## config.mk

```make
export PLATFORM = sky130hd
export DESIGN_NAME = address_region_table_top
export DESIGN_NICKNAME = d
export VERILOG_FILES = /design/src/rtl/core/art_pkg.sv /design/src/rtl/core/address_region_table_top.sv
export SDC_FILE = /design/constraint.sdc
export NUM_CORES = 2
export LEC_CHECK = 0
export CAP_MARGIN = 20
export CORE_MARGIN = 8
export CORE_UTILIZATION = 27
export CTS_CLUSTER_DIAMETER = 100
export DETAILED_ROUTE_END_ITERATION = 6
export DONT_BUFFER_PORTS = 1
export PLACE_DENSITY = 0.4
export REMOVE_ABC_BUFFERS = 1
export SETUP_SLACK_MARGIN = 0.5
export SYNTH_ARGS = -nofsm -noshare
export SYNTH_HDL_FRONTEND = slang
export SYNTH_SLANG_ARGS = --single-unit
```

## constraint.sdc

```tcl
create_clock -name clk -period 18.3 [get_ports clk]
set_input_delay 1.83 -clock clk [delete_from_list [all_inputs] [get_ports clk]]
set_output_delay 1.83 -clock clk [all_outputs]
set_load 0.03 [all_outputs]
```

## src/rtl/core/art_pkg.sv

```systemverilog
// Package for the address region table: sizing constants, operation,
// status and window-register index codes, and the sequencer state type. No dependencies.
package art_pkg;

  localparam int unsigned MaxRegionsDef = 16;
  localparam int unsigned PageBitsDef   = 12;
  localparam int unsigned AddrW         = 32;
  localparam int unsigned EndW          = 33;

  typedef enum logic [1:0] {
    FUNC_LOOKUP = 2'd0,
    FUNC_CHECK  = 2'd1,
    FUNC_MAP    = 2'd2,
    FUNC_UNMAP  = 2'd3
  } func_t;

  typedef enum logic [1:0] {
    ST_OK      = 2'd0,
    ST_REFUSED = 2'd1,
    ST_FULL    = 2'd2
  } status_t;

  typedef enum logic [0:0] {
    CFG_LOWEST  = 1'b0,
    CFG_HIGHEST = 1'b1
  } cfg_idx_t;

  typedef enum logic [2:0] {
    S_IDLE,
    S_READ,
    S_EVAL,
    S_SHIFT,
    S_INSERT,
    S_DONE
  } state_t;

endpackage

```

## src/rtl/core/address_region_table_top.sv

```systemverilog
// Address region table top level: sorted region memory with a read,
// evaluate and write-back sequencer. Depends on art_pkg.
//
// Lookup, check and unmap read and evaluate the regions in order until the
// result is known (one read and one evaluation per region scanned). A map
// that inserts then shifts the later entries up and writes the new region.
// Only one item is in flight: no new input is taken until the result has
// been transferred.
// Reset: synchronous active-low rst_n clears the sequencer, the region count and
// the output valid, and sets the window registers to their defaults; region memory is not cleared.
module address_region_table_top #(
  parameter int unsigned MAX_REGIONS = art_pkg::MaxRegionsDef,
  parameter int unsigned PAGE_BITS   = art_pkg::PageBitsDef
) (
  input  logic                    clk,
  input  logic                    rst_n,
  input  logic                    cfg_we,
  input  logic                    cfg_index,
  input  logic [art_pkg::EndW-1:0] cfg_wdata,
  input  logic                    in_valid,
  output logic                    in_ready,
  input  logic [1:0]              in_func,
  input  logic [art_pkg::AddrW-1:0] in_address,
  input  logic [art_pkg::AddrW-1:0] in_length,
  input  logic                    in_write_check,
  input  logic                    in_fixed_placement,
  input  logic                    in_grant_write,
  input  logic [art_pkg::AddrW-1:0] in_file_offset,
  output logic                    out_valid,
  input  logic                    out_ready,
  output logic [1:0]              out_status,
  output logic [art_pkg::AddrW-1:0] out_result_address,
  output logic [art_pkg::AddrW-1:0] out_found_start,
  output logic [art_pkg::EndW-1:0] out_found_end,
  output logic                    out_found_writable
);
  import art_pkg::*;

  localparam int unsigned IdxW = (MAX_REGIONS > 1) ? $clog2(MAX_REGIONS) : 1;
  localparam int unsigned CntW = $clog2(MAX_REGIONS + 1);
  localparam int unsigned WideW = 34;
  localparam logic [CntW-1:0] MaxCnt = CntW'(MAX_REGIONS);
  localparam logic [WideW-1:0] PageMask = WideW'((34'd1 << PAGE_BITS) - 34'd1);
  localparam logic [WideW-1:0] TopSpace = 34'h1_0000_0000;
  localparam int unsigned EntW = AddrW + EndW + 1;

  // Region memory: each entry packs begin, limit and write permission.
  logic [EntW-1:0] mem [MAX_REGIONS];
  logic [EntW-1:0] rd_data_r;
  logic [IdxW-1:0] rd_addr;
  logic            mem_we;
  logic [IdxW-1:0] wr_addr;
  logic [EntW-1:0] wr_data;

  always_ff @(posedge clk) begin
    if (mem_we) begin
      mem[wr_addr] <= wr_data;
    end
    rd_data_r <= mem[rd_addr];
  end

  // Window registers.
  logic [AddrW-1:0] lowest_r;
  logic [EndW-1:0]  highest_r;
  always_ff @(posedge clk) begin
    if (!rst_n) begin
      lowest_r  <= AddrW'(4096);
      highest_r <= EndW'(34'h0_8000_0000);
    end else if (cfg_we) begin
      if (cfg_index == CFG_LOWEST) begin
        lowest_r <= cfg_wdata[AddrW-1:0];
      end else begin
        highest_r <= cfg_wdata;
      end
    end
  end

  // Sequencer registers.
  state_t           state_r, state_nxt;
  logic [CntW-1:0]  count_r, count_nxt;
  logic [CntW-1:0]  i_r, i_nxt;       // read index
  logic [CntW-1:0]  w_r, w_nxt;       // unmap write index
  logic [1:0]       func_r;
  logic             wr_chk_r, fixed_r, grant_r;
  logic [WideW-1:0] start_r, start_nxt;
  logic [WideW-1:0] end_r, end_nxt;
  logic [WideW-1:0] len_r;
  logic             pos_found_r, pos_found_nxt;
  logic [CntW-1:0]  pos_r, pos_nxt;
  logic             fail_r, fail_nxt;
  logic [1:0]       status_r, status_nxt;
  logic [AddrW-1:0] fs_r, fs_nxt;
  logic [EndW-1:0]  fe_r, fe_nxt;
  logic             fw_r, fw_nxt;
  logic [AddrW-1:0] ra_r, ra_nxt;
  logic             ov_r, ov_nxt;

  // Input decode, done at acceptance.
  logic [WideW-1:0] in_page_start, in_len, in_unmap_end, in_map_len, hi_clip;
  logic             in_fo_bad;
  assign in_page_start = {2'b0, in_address} & ~PageMask;
  assign in_len        = {2'b0, in_length};
  assign in_unmap_end  = ({2'b0, in_address} + in_len + PageMask) & ~PageMask;
  assign in_map_len    = in_len + ({2'b0, in_file_offset} & PageMask);
  assign in_fo_bad     = (({2'b0, in_file_offset} ^ {2'b0, in_address}) & PageMask) != '0;
  assign hi_clip       = ({1'b0, highest_r} > TopSpace) ? TopSpace : {1'b0, highest_r};

  // Current entry fields.
  logic [WideW-1:0] eb, ee;
  logic             ew;
  assign eb = {2'b0, rd_data_r[EntW-1 -: AddrW]};
  assign ee = {1'b0, rd_data_r[EndW:1]};
  assign ew = rd_data_r[0];

  logic fire_in;
  assign in_ready = (state_r == S_IDLE) && !ov_r;
  assign fire_in  = in_valid && in_ready;

  always_ff @(posedge clk) begin
    if (!rst_n) begin
      state_r <= S_IDLE;
      count_r <= '0;
      ov_r    <= 1'b0;
    end else begin
      state_r <= state_nxt;
      count_r <= count_nxt;
      ov_r    <= ov_nxt;
    end
  end

  always_ff @(posedge clk) begin
    i_r <= i_nxt;
    w_r <= w_nxt;
    start_r <= start_nxt;
    end_r <= end_nxt;
    pos_found_r <= pos_found_nxt;
    pos_r <= pos_nxt;
    fail_r <= fail_nxt;
    status_r <= status_nxt;
    fs_r <= fs_nxt;
    fe_r <= fe_nxt;
    fw_r <= fw_nxt;
    ra_r <= ra_nxt;
    if (fire_in) begin
      func_r   <= in_func;
      wr_chk_r <= in_write_check;
      fixed_r  <= in_fixed_placement;
      grant_r  <= in_grant_write;
      len_r    <= in_map_len;
    end
  end

  // Next state and memory control.
  logic [WideW-1:0] nb, ne, ns;
  logic             keep;
  always_comb begin
    state_nxt = state_r;
    count_nxt = count_r;
    i_nxt = i_r;
    w_nxt = w_r;
    start_nxt = start_r;
    end_nxt = end_r;
    pos_found_nxt = pos_found_r;
    pos_nxt = pos_r;
    fail_nxt = fail_r;
    status_nxt = status_r;
    fs_nxt = fs_r;
    fe_nxt = fe_r;
    fw_nxt = fw_r;
    ra_nxt = ra_r;
    ov_nxt = ov_r;
    mem_we = 1'b0;
    wr_addr = w_r[IdxW-1:0];
    wr_data = rd_data_r;
    rd_addr = i_r[IdxW-1:0];
    nb = eb;
    ne = ee;
    ns = start_r;
    keep = 1'b1;
    if (ov_r && out_ready) begin
      ov_nxt = 1'b0;
    end
    unique case (state_r)
      S_IDLE: begin
        if (fire_in) begin
          i_nxt = '0;
          w_nxt = '0;
          pos_found_nxt = 1'b0;
          pos_nxt = count_r;
          fail_nxt = 1'b0;
          status_nxt = ST_REFUSED;
          fs_nxt = '0;
          fe_nxt = '0;
          fw_nxt = 1'b0;
          ra_nxt = '0;
          state_nxt = S_READ;
          unique case (func_t'(in_func))
            FUNC_LOOKUP: begin
              start_nxt = {2'b0, in_address};
            end
            FUNC_CHECK: begin
              start_nxt = {2'b0, in_address};
              end_nxt = {2'b0, in_address} + in_len;
              if (in_length == '0 || ({2'b0, in_address} + in_len) > TopSpace) begin
                state_nxt = S_DONE;
              end
            end
            FUNC_MAP: begin
              if (in_fo_bad) begin
                state_nxt = S_DONE;
              end else if (in_fixed_placement) begin
                start_nxt = in_page_start;
                end_nxt = in_page_start + in_map_len;
                if (in_page_start < {2'b0, lowest_r}
                    || hi_clip < in_page_start + in_map_len
                    || in_page_start + in_map_len <= in_page_start) begin
                  state_nxt = S_DONE;
                end
              end else begin
                ns = (in_page_start < {2'b0, lowest_r}) ? {2'b0, lowest_r} : in_page_start;
                start_nxt = ns;
                end_nxt = ns + in_map_len;
              end
            end
            default: begin
              start_nxt = in_page_start;
              end_nxt = in_unmap_end;
              status_nxt = ST_OK;
              if (in_unmap_end <= in_page_start) begin
                state_nxt = S_DONE;
              end
            end
          endcase
        end
      end
      S_READ: begin
        // Address i_r is presented; data lands in rd_data_r next cycle.
        if (i_r >= count_r) begin
          state_nxt = S_DONE;
          if (func_t'(func_r) == FUNC_UNMAP) begin
            count_nxt = w_r;
          end else if (func_t'(func_r) == FUNC_MAP) begin
            if (!fixed_r && (hi_clip < end_r || end_r <= start_r)) begin
              status_nxt = ST_REFUSED;
            end else if (count_r >= MaxCnt) begin
              status_nxt = ST_FULL;
            end else begin
              status_nxt = ST_OK;
              ra_nxt = start_r[AddrW-1:0];
              // Shift entries from the top down to the insert position.
              i_nxt = count_r;
              state_nxt = S_SHIFT;
            end
          end
        end else begin
          state_nxt = S_EVAL;
        end
      end
      S_EVAL: begin
        state_nxt = S_READ;
        i_nxt = i_r + 1'b1;
        unique case (func_t'(func_r))
          FUNC_LOOKUP: begin
            if (ee > start_r) begin
              if (eb <= start_r) begin
                status_nxt = ST_OK;
                fs_nxt = eb[AddrW-1:0];
                fe_nxt = ee[EndW-1:0];
                fw_nxt = ew;
              end
              state_nxt = S_DONE;
            end
          end
          FUNC_CHECK: begin
            if (start_r < eb) begin
              state_nxt = S_DONE;
            end else if (start_r < ee) begin
              if (wr_chk_r && !ew) begin
                state_nxt = S_DONE;
              end else if (ee < end_r) begin
                start_nxt = ee;
              end else begin
                status_nxt = ST_OK;
                state_nxt = S_DONE;
              end
            end
          end
          FUNC_MAP: begin
            if (end_r <= eb) begin
              pos_nxt = i_r;
              i_nxt = count_r;
            end else if (start_r < ee) begin
              if (fixed_r) begin
                state_nxt = S_DONE;
              end else begin
                start_nxt = ee;
                end_nxt = ee + len_r;
              end
            end
          end
          default: begin
            if (end_r > eb && ee > start_r) begin
              if (start_r <= eb && ee <= end_r) begin
                keep = 1'b0;
              end else if (eb < start_r) begin
                ne = start_r;
              end else if (end_r < ee) begin
                nb = end_r;
              end
            end
            if (keep) begin
              mem_we = 1'b1;
              wr_addr = w_r[IdxW-1:0];
              wr_data = {nb[AddrW-1:0], ne[EndW-1:0], ew};
              w_nxt = w_r + 1'b1;
            end
          end
        endcase
      end
      S_SHIFT: begin
        // i_r is the slot being filled; read the entry below it.
        if (i_r == pos_r) begin
          state_nxt = S_INSERT;
        end else begin
          rd_addr = IdxW'(i_r - 1'b1);
          state_nxt = S_INSERT;
          pos_found_nxt = 1'b1;
        end
      end
      S_INSERT: begin
        mem_we = 1'b1;
        wr_addr = i_r[IdxW-1:0];
        if (pos_found_r) begin
          wr_data = rd_data_r;
          pos_found_nxt = 1'b0;
          i_nxt = i_r - 1'b1;
          state_nxt = S_SHIFT;
        end else begin
          wr_data = {start_r[AddrW-1:0], end_r[EndW-1:0], grant_r};
          count_nxt = count_r + 1'b1;
          state_nxt = S_DONE;
        end
      end
      default: begin
        // Result register: present one transfer.
        if (fixed_r && func_t'(func_r) == FUNC_MAP && status_r == ST_REFUSED
            && fail_r) begin
          status_nxt = ST_REFUSED;
        end
        ov_nxt = 1'b1;
        state_nxt = S_IDLE;
      end
    endcase
  end

  assign out_valid          = ov_r;
  assign out_status         = status_r;
  assign out_result_address = ra_r;
  assign out_found_start    = fs_r;
  assign out_found_end      = fe_r;
  assign out_found_writable = fw_r;

endmodule

```

Word level (Yosys, flattened, before mapping)
Memories as Yosys holds them, arrays and structs flattened. A register that Yosys moved wholly into a read port is not among the register bits.
Cells that the tools add are included.
W data, S select, Z words.

word-level totals
  input bits = 140
  bits in registers = 297
  logic and storage cells = 274
  memories kept = 1
  RAM bits = 1056
  output and inout port bits = 102

operators by class
  muxes and demuxes = 131
  reduce and logical (&&, ||, !) cells = 42
  eq/ne operators = 45
  $add $sub $neg = 10
  bitwise logic cells = 3
  $lt $le $gt $ge = 21

memories
  memory  depth  bits a word  read ports  clocked after memory_dff  wr ports  RTL line                        RTL
  mem     16     66           1           1                         1         address_region_table_top.sv:48  logic [EntW-1:0] mem [MAX_REGIONS];

operators with widths
  operator                  number
  $mux W34                  16
  $mux W32                  15
  $pmux W34 S2              4
  $mux W33                  8
  $mux W66                  3
  $le A34 B32 Y1            4
  $pmux W66 S2              1
  $pmux W32 S2              2
  $lt A33 B34 Y1            3
  $pmux W34 S3              1
  $mux W5                   17
  $add A32 B33 Y34          2
  $lt A34 B33 Y1            2
  $gt A33 B33 Y1 const B    2
  $pmux W33 S2              1
  $mux W3                   20
  $ne A2 B2 Y1 const B      20
  $add A33 B34 Y34          1
  $add A34 B12 Y34 const B  1
  $gt A33 B34 Y1            1
  $gt A34 B32 Y1            1
  $le A32 B34 Y1            1
  $le A33 B34 Y1            1
  $le A34 B34 Y1            1
  53 further kinds          124

Longest topological paths before layout
  depth after elaboration = 11
  mapped depth = 31
  mapped depth without buffers = 31

Worst setup path after synthesis
OpenSTA, ideal clock, no wires.

  kind = input -> register
  start = input port in_valid
  end = register ra_r[0] (netlist: out_result_address[0]), enable pin
  buffers on the path = 0
  setup time = 0.595 ns
  cell stages on the path = 4
  data required time = 17.705 ns
  arrival time = 8.089 ns
  slack = 9.616 ns
  cells stage by stage = nand2_1 inv_1 a2111oi_0 a2111oi_0

between the ends
  longest elaborated chain between the ends = 3

ends and longest elaborated chain
  item                         RTL line                         RTL
  start: declaration           address_region_table_top.sv:20   input logic in_valid,
  $logic_and A1 B1 Y1          address_region_table_top.sv:117  assign fire_in = in_valid && in_ready;
  via fire_in                  address_region_table_top.sv:115  logic fire_in;
  $ne A2 B2 Y1 (no line)       --
  $reduce_and A7 Y1 (no line)  --
  end signal: assignment       address_region_table_top.sv:143  ra_r <= ra_nxt;
  end: declaration             address_region_table_top.sv:95   logic [AddrW-1:0] ra_r, ra_nxt;

The timed path passes the listed nets, and every way through them passes these cells.
A chain may end at the register's enable or synchronous reset.

Final worst setup path
  start = input port in_length[0] (netlist bit)
  end = register state_r[2]

between the ends
  longest elaborated chain between the ends = 11

ends and longest elaborated chain
  item                    RTL line                                                          RTL
  start: declaration      address_region_table_top.sv:24                                    input logic [art_pkg::AddrW-1:0] in_length,
  $add A32 B12 Y33 *      address_region_table_top.sv:104                                   assign in_map_len = in_len + ({2'b0, in_file_offset} & PageMask);
  via in_map_len[14]      address_region_table_top.sv:99                                    logic [WideW-1:0] in_page_start, in_len, in_unmap_end, in_map_len, hi_clip;
  $add A32 B33 Y34 *      address_region_table_top.sv:215, address_region_table_top.sv:216
  $lt A33 B34 Y1          address_region_table_top.sv:215                                   || hi_clip < in_page_start + in_map_len
  $logic_or A1 B1 Y1      address_region_table_top.sv:215
  $logic_or A1 B1 Y1 *    address_region_table_top.sv:216                                   || in_page_start + in_map_len <= in_page_start) begin
  $mux W3 *               address_region_table_top.sv:214                                   if (in_page_start < {2'b0, lowest_r}
  $mux W3 *               address_region_table_top.sv:211                                   end else if (in_fixed_placement) begin
  $mux W3 *               address_region_table_top.sv:209                                   if (in_fo_bad) begin
  $pmux W3 S3 *           address_region_table_top.sv:197                                   unique case (func_t'(in_func))
  $mux W3 *               address_region_table_top.sv:185                                   if (fire_in) begin
  $pmux W3 S5 *           address_region_table_top.sv:183                                   unique case (state_r)
  end signal: assignment  address_region_table_top.sv:125                                   state_r <= state_nxt;
  end: declaration        address_region_table_top.sv:79                                    state_t state_r, state_nxt;

Mark *: on every way through the listed nets, which the timed path passes. The rest lies on a longest branch. The select of a mux whose other input is x is not followed.

==> results.sh <==
export IMPL_seq_area_frac_synth_pct=59.2
export IMPL_async_reset_ff_share_pct=0
export IMPL_synth_area_per_cell_um2=14.1
export IMPL_reg2reg_from="lowest_r[12]"
export IMPL_min_to="lowest_r[30]"
export IMPL_outcome="complete, no violations"
export IMPL_synth_top_family_by_area="multiplexers"
export IMPL_critPathTopFamily="compound AO/OA/AOI/OAI gates"
export IMPL_post_route_period_util_pct=49.2
export IMPL_min_period_ns=9.00
export IMPL_synth_compound_area_share_pct=10.2
export IMPL_dr_pass1_iters=6
export IMPL_place_congestion=0.871
export IMPL_synth_seq_cells=1417
export IMPL_cts_buffers=160
export IMPL_p_leak_nw=28.3
export IMPL_placed_area_mm2=0.0743
export IMPL_layout_drive_gt1_share_pct=15.1
export IMPL_grt_max_degree=88
export IMPL_startpoint_type="input pin"
export IMPL_worstSetupPathType="in -> reg"
export IMPL_grt_pass1_vias=44573
export IMPL_final_area_mm2=0.0796
export IMPL_timing_fmax_mhz=111
export IMPL_slew_headroom_pct=28.6
export IMPL_port_buffers=0
export IMPL_p_per_area_mw_per_mm2=163
export IMPL_min_path_type="reg -> reg"
export IMPL_routed_wirelength_um=250000
export IMPL_skew_ns=0.0244
export IMPL_wl_per_cell_um=29.3
export IMPL_clkTransAtPathRegs_ns=0.05
export IMPL_cpPeakStageDelay_ns=0.52
export IMPL_core_area_mm2=0.256
export IMPL_place_hpwl_um=170000
export IMPL_synth_distinct_cells=91
export IMPL_holdPathStages=2
export IMPL_synth_edf_count=1277
export IMPL_fin_setup_tns_ns=0
export IMPL_grtUsageTotal_pct=17.8
export IMPL_start_util_pct=27.1
export IMPL_drc=0
export IMPL_syn_area_mm2=0.0696
export IMPL_yosys_area_share_simple_pct=7.17
export IMPL_grt_pass1_wl_um=349000
export IMPL_syn_to_final_growth_pct=14.5
export IMPL_setup_viol=0
export IMPL_slew_viol_final=0
export IMPL_ctsLongestPathBuffers=3
export IMPL_nNetsFinal=5587
export IMPL_rsz0062_at_grt="false"
export IMPL_path_max_fanout=5
export IMPL_synthAdderAreaFrac_pct=7.88
export IMPL_die_area_mm2=0.274
export IMPL_num_rows=186
export IMPL_synth_area_leader_cell="edfxtp_1"
export IMPL_die_y_um=524
export IMPL_syn_inst=4922
export IMPL_synthMuxAreaShare_pct=10.8
export IMPL_synth_xor_area_share_pct=2.10
export IMPL_drt_first_iter_violations=3675
export IMPL_max_vdd_ir_drop_uv=120
export IMPL_clockRootBuffer="clkbuf_16"
export IMPL_critPathRequiredTime_ns=19.03
export IMPL_cts_tree="built"
export IMPL_htreeDepth=4
export IMPL_ios=242
export IMPL_crit_path_start="in_length[0]"
export IMPL_holdWs_ns=0.464
export IMPL_drv_cap=0
export IMPL_clock_sinks=1417
export IMPL_vias_per_cell=5.16
export IMPL_finalHoldViolCount=0
export IMPL_ys_flop_type="edfxtp_1"
export IMPL_yosys_warnings=0
export IMPL_dr_total_vias=44030
export IMPL_critPathBufInv=2
export IMPL_hold_buffers=0
export IMPL_clk_latency_ns=0.82
export IMPL_fillers=25441
export IMPL_endpoint_kind="register"
export IMPL_worstPathArrival_ns=9.74
export IMPL_antenna_found_initial=5
export IMPL_rr_worst_depth=25
export IMPL_min_from="lowest_r[30]"
export IMPL_ctsResizeCount=0
export IMPL_gr_total_overflow=0
export IMPL_drtAntennaViolNets=0
export IMPL_cp_common_cell="ha_1"
export IMPL_synth_top_area_share_pct=55.1
export IMPL_die_x_um=524
export IMPL_rrSetupSlack_ns=11.07
export IMPL_cts_setup_buffers=0
export IMPL_reg2reg_to="end_r[32]"
export IMPL_cp_slowest_cell="xor2_1"
export IMPL_tightest_slew_ns=1.04
export IMPL_synth_area_top_cells="edfxtp_1 (55%), mux4_2 (11%), ha_1 (7.7%)"
-- synth_stat cells (39+ instances only) --
cell	n
and2_1	48
a22oi_1	58
mux4_2	330
clkbuf_1	165
nand2_1	295
nand3_1	62
ha_1	430
a21o_1	167
a21oi_1	207
edfxtp_1	1277
nand2b_1	39
dfxtp_1	140
nor3_1	80
a21boi_0	68
o21ai_0	205
xor2_1	80
inv_1	277
nand4_1	73
a221o_1	40
xnor2_1	87
nor2_1	270
-- placed cells by master (no fill, tap or decap), types with 31 or more instances in the layout --
cell type	n
a21boi_0	68
a21o_1	167
a21oi_1	205
a221o_1	40
a221oi_1	34
a22oi_1	58
and2_1	47
and3_1	36
buf_4	132
clkbuf_1	33
clkbuf_16	165
dfxtp_1	140
edfxtp_1	1277
ha_1	430
inv_1	276
mux4_2	330
nand2_1	291
nand2b_1	39
nand3_1	62
nand4_1	73
nor2_1	251
nor3_1	79
nor4_1	31
o21ai_0	205
o22ai_1	36
xnor2_1	85
xor2_1	79
-- power breakdown --
| group | total [mW] | leakage, nW | switching, mW | internal, mW |
|---|---|---|---|---|
| logic | 4.66 | 12.9 | 2.87 | 1.79 |
| registers | 5.03 | 12.8 | 0.552 | 4.47 |
| clock network | 3.26 | 2.60 | 1.37 | 1.89 |
-- area by class of cell --
class	instances	area [um^2]	share of cell area, %
flip-flops and latches	1417	41100	51.7
clock inverters	81	795	0.998
inverters	278	1040	1.31
multi-input cells	3018	26800	33.7
clock buffers	216	4510	5.66
well taps	3384	4230	5.32
repair buffers	137	1070	1.35
diodes	7	17.5	0.0220
-- tightest hold or removal path: cells and delay by family (launching register included) --
family | cells | cell delay, ns
AO/OA/AOI/OAI | 1 | 0.06
flip-flops | 1 | 0.31
AND/OR/NAND/NOR | 1 | 0.05
-- per-layer routing --
| layer | wire length (um) | global-route usage (%) | up-vias |
|---|---|---|---|
| li1 | - | - | 19496 |
| met1 | 108000 | 23.2 | 23140 |
| met2 | 124000 | 30.8 | 1129 |
| met3 | 11000 | 2.31 | 265 |
| met4 | 7190 | 5.41 | 0 |
| met5 | 0 | 0 | - |
-- sequential cells by signal (all words and copies together) (netlist names), 2 cells and up --
register and count:
out_result_address 32, rd_data_r 66, state_r 3, out_status 2
w_r 5, highest_r 33, len_r 33, func_r 2
pos_r 5, mem 1056, start_r 33, out_found_start 32
lowest_r 32, out_found_end 33, count_r 5, end_r 34
i_r 5
-- cell families (layout without fill, tap and decap cells) --
logic type / Yosys count / after routing
compound gates: 1047 / 1047
xor+xnor: 167 / 167
fa+ha+maj: 435 / 435
buf+inv: 487 / 712
flops: 1417 / 1417
mux: 339 / 339
other cells: 0 / 7
simple gates: 1030 / 1030
-- stage by stage --
| stage | setup slack, ns | total power [mW] | instances | util [%] |
|---|---|---|---|---|
| 3_5_place_dp | 8.39 | 9.78 | 8233 | 29.0 |
| 3_3_place_gp | 8.32 | 9.75 | 8233 | 29.0 |
| 4_1_cts | 9.26 | 13.1 | 8530 | 31.0 |
| 6_report | 9.30 | 12.9 | 8538 | 31.1 |
| 2_1_floorplan | -8.85 | 8.99 | 4713 | - |
| 5_1_grt | 8.94 | 13.6 | 8536 | 31.1 |
-- worst max-delay path by stage --
stage	end	slack, ns	cells past startpoint
3_3_place_gp	state_r[2]	8.32	29
6_report	state_r[2]	9.30	29
3_5_place_dp	state_r[2]	8.39	29
2_1_floorplan	rd_data_r[0]	-8.85	6
5_1_grt	state_r[2]	8.94	29
4_1_cts	state_r[2]	9.26	29
Power figures use the tool's default switching activity.
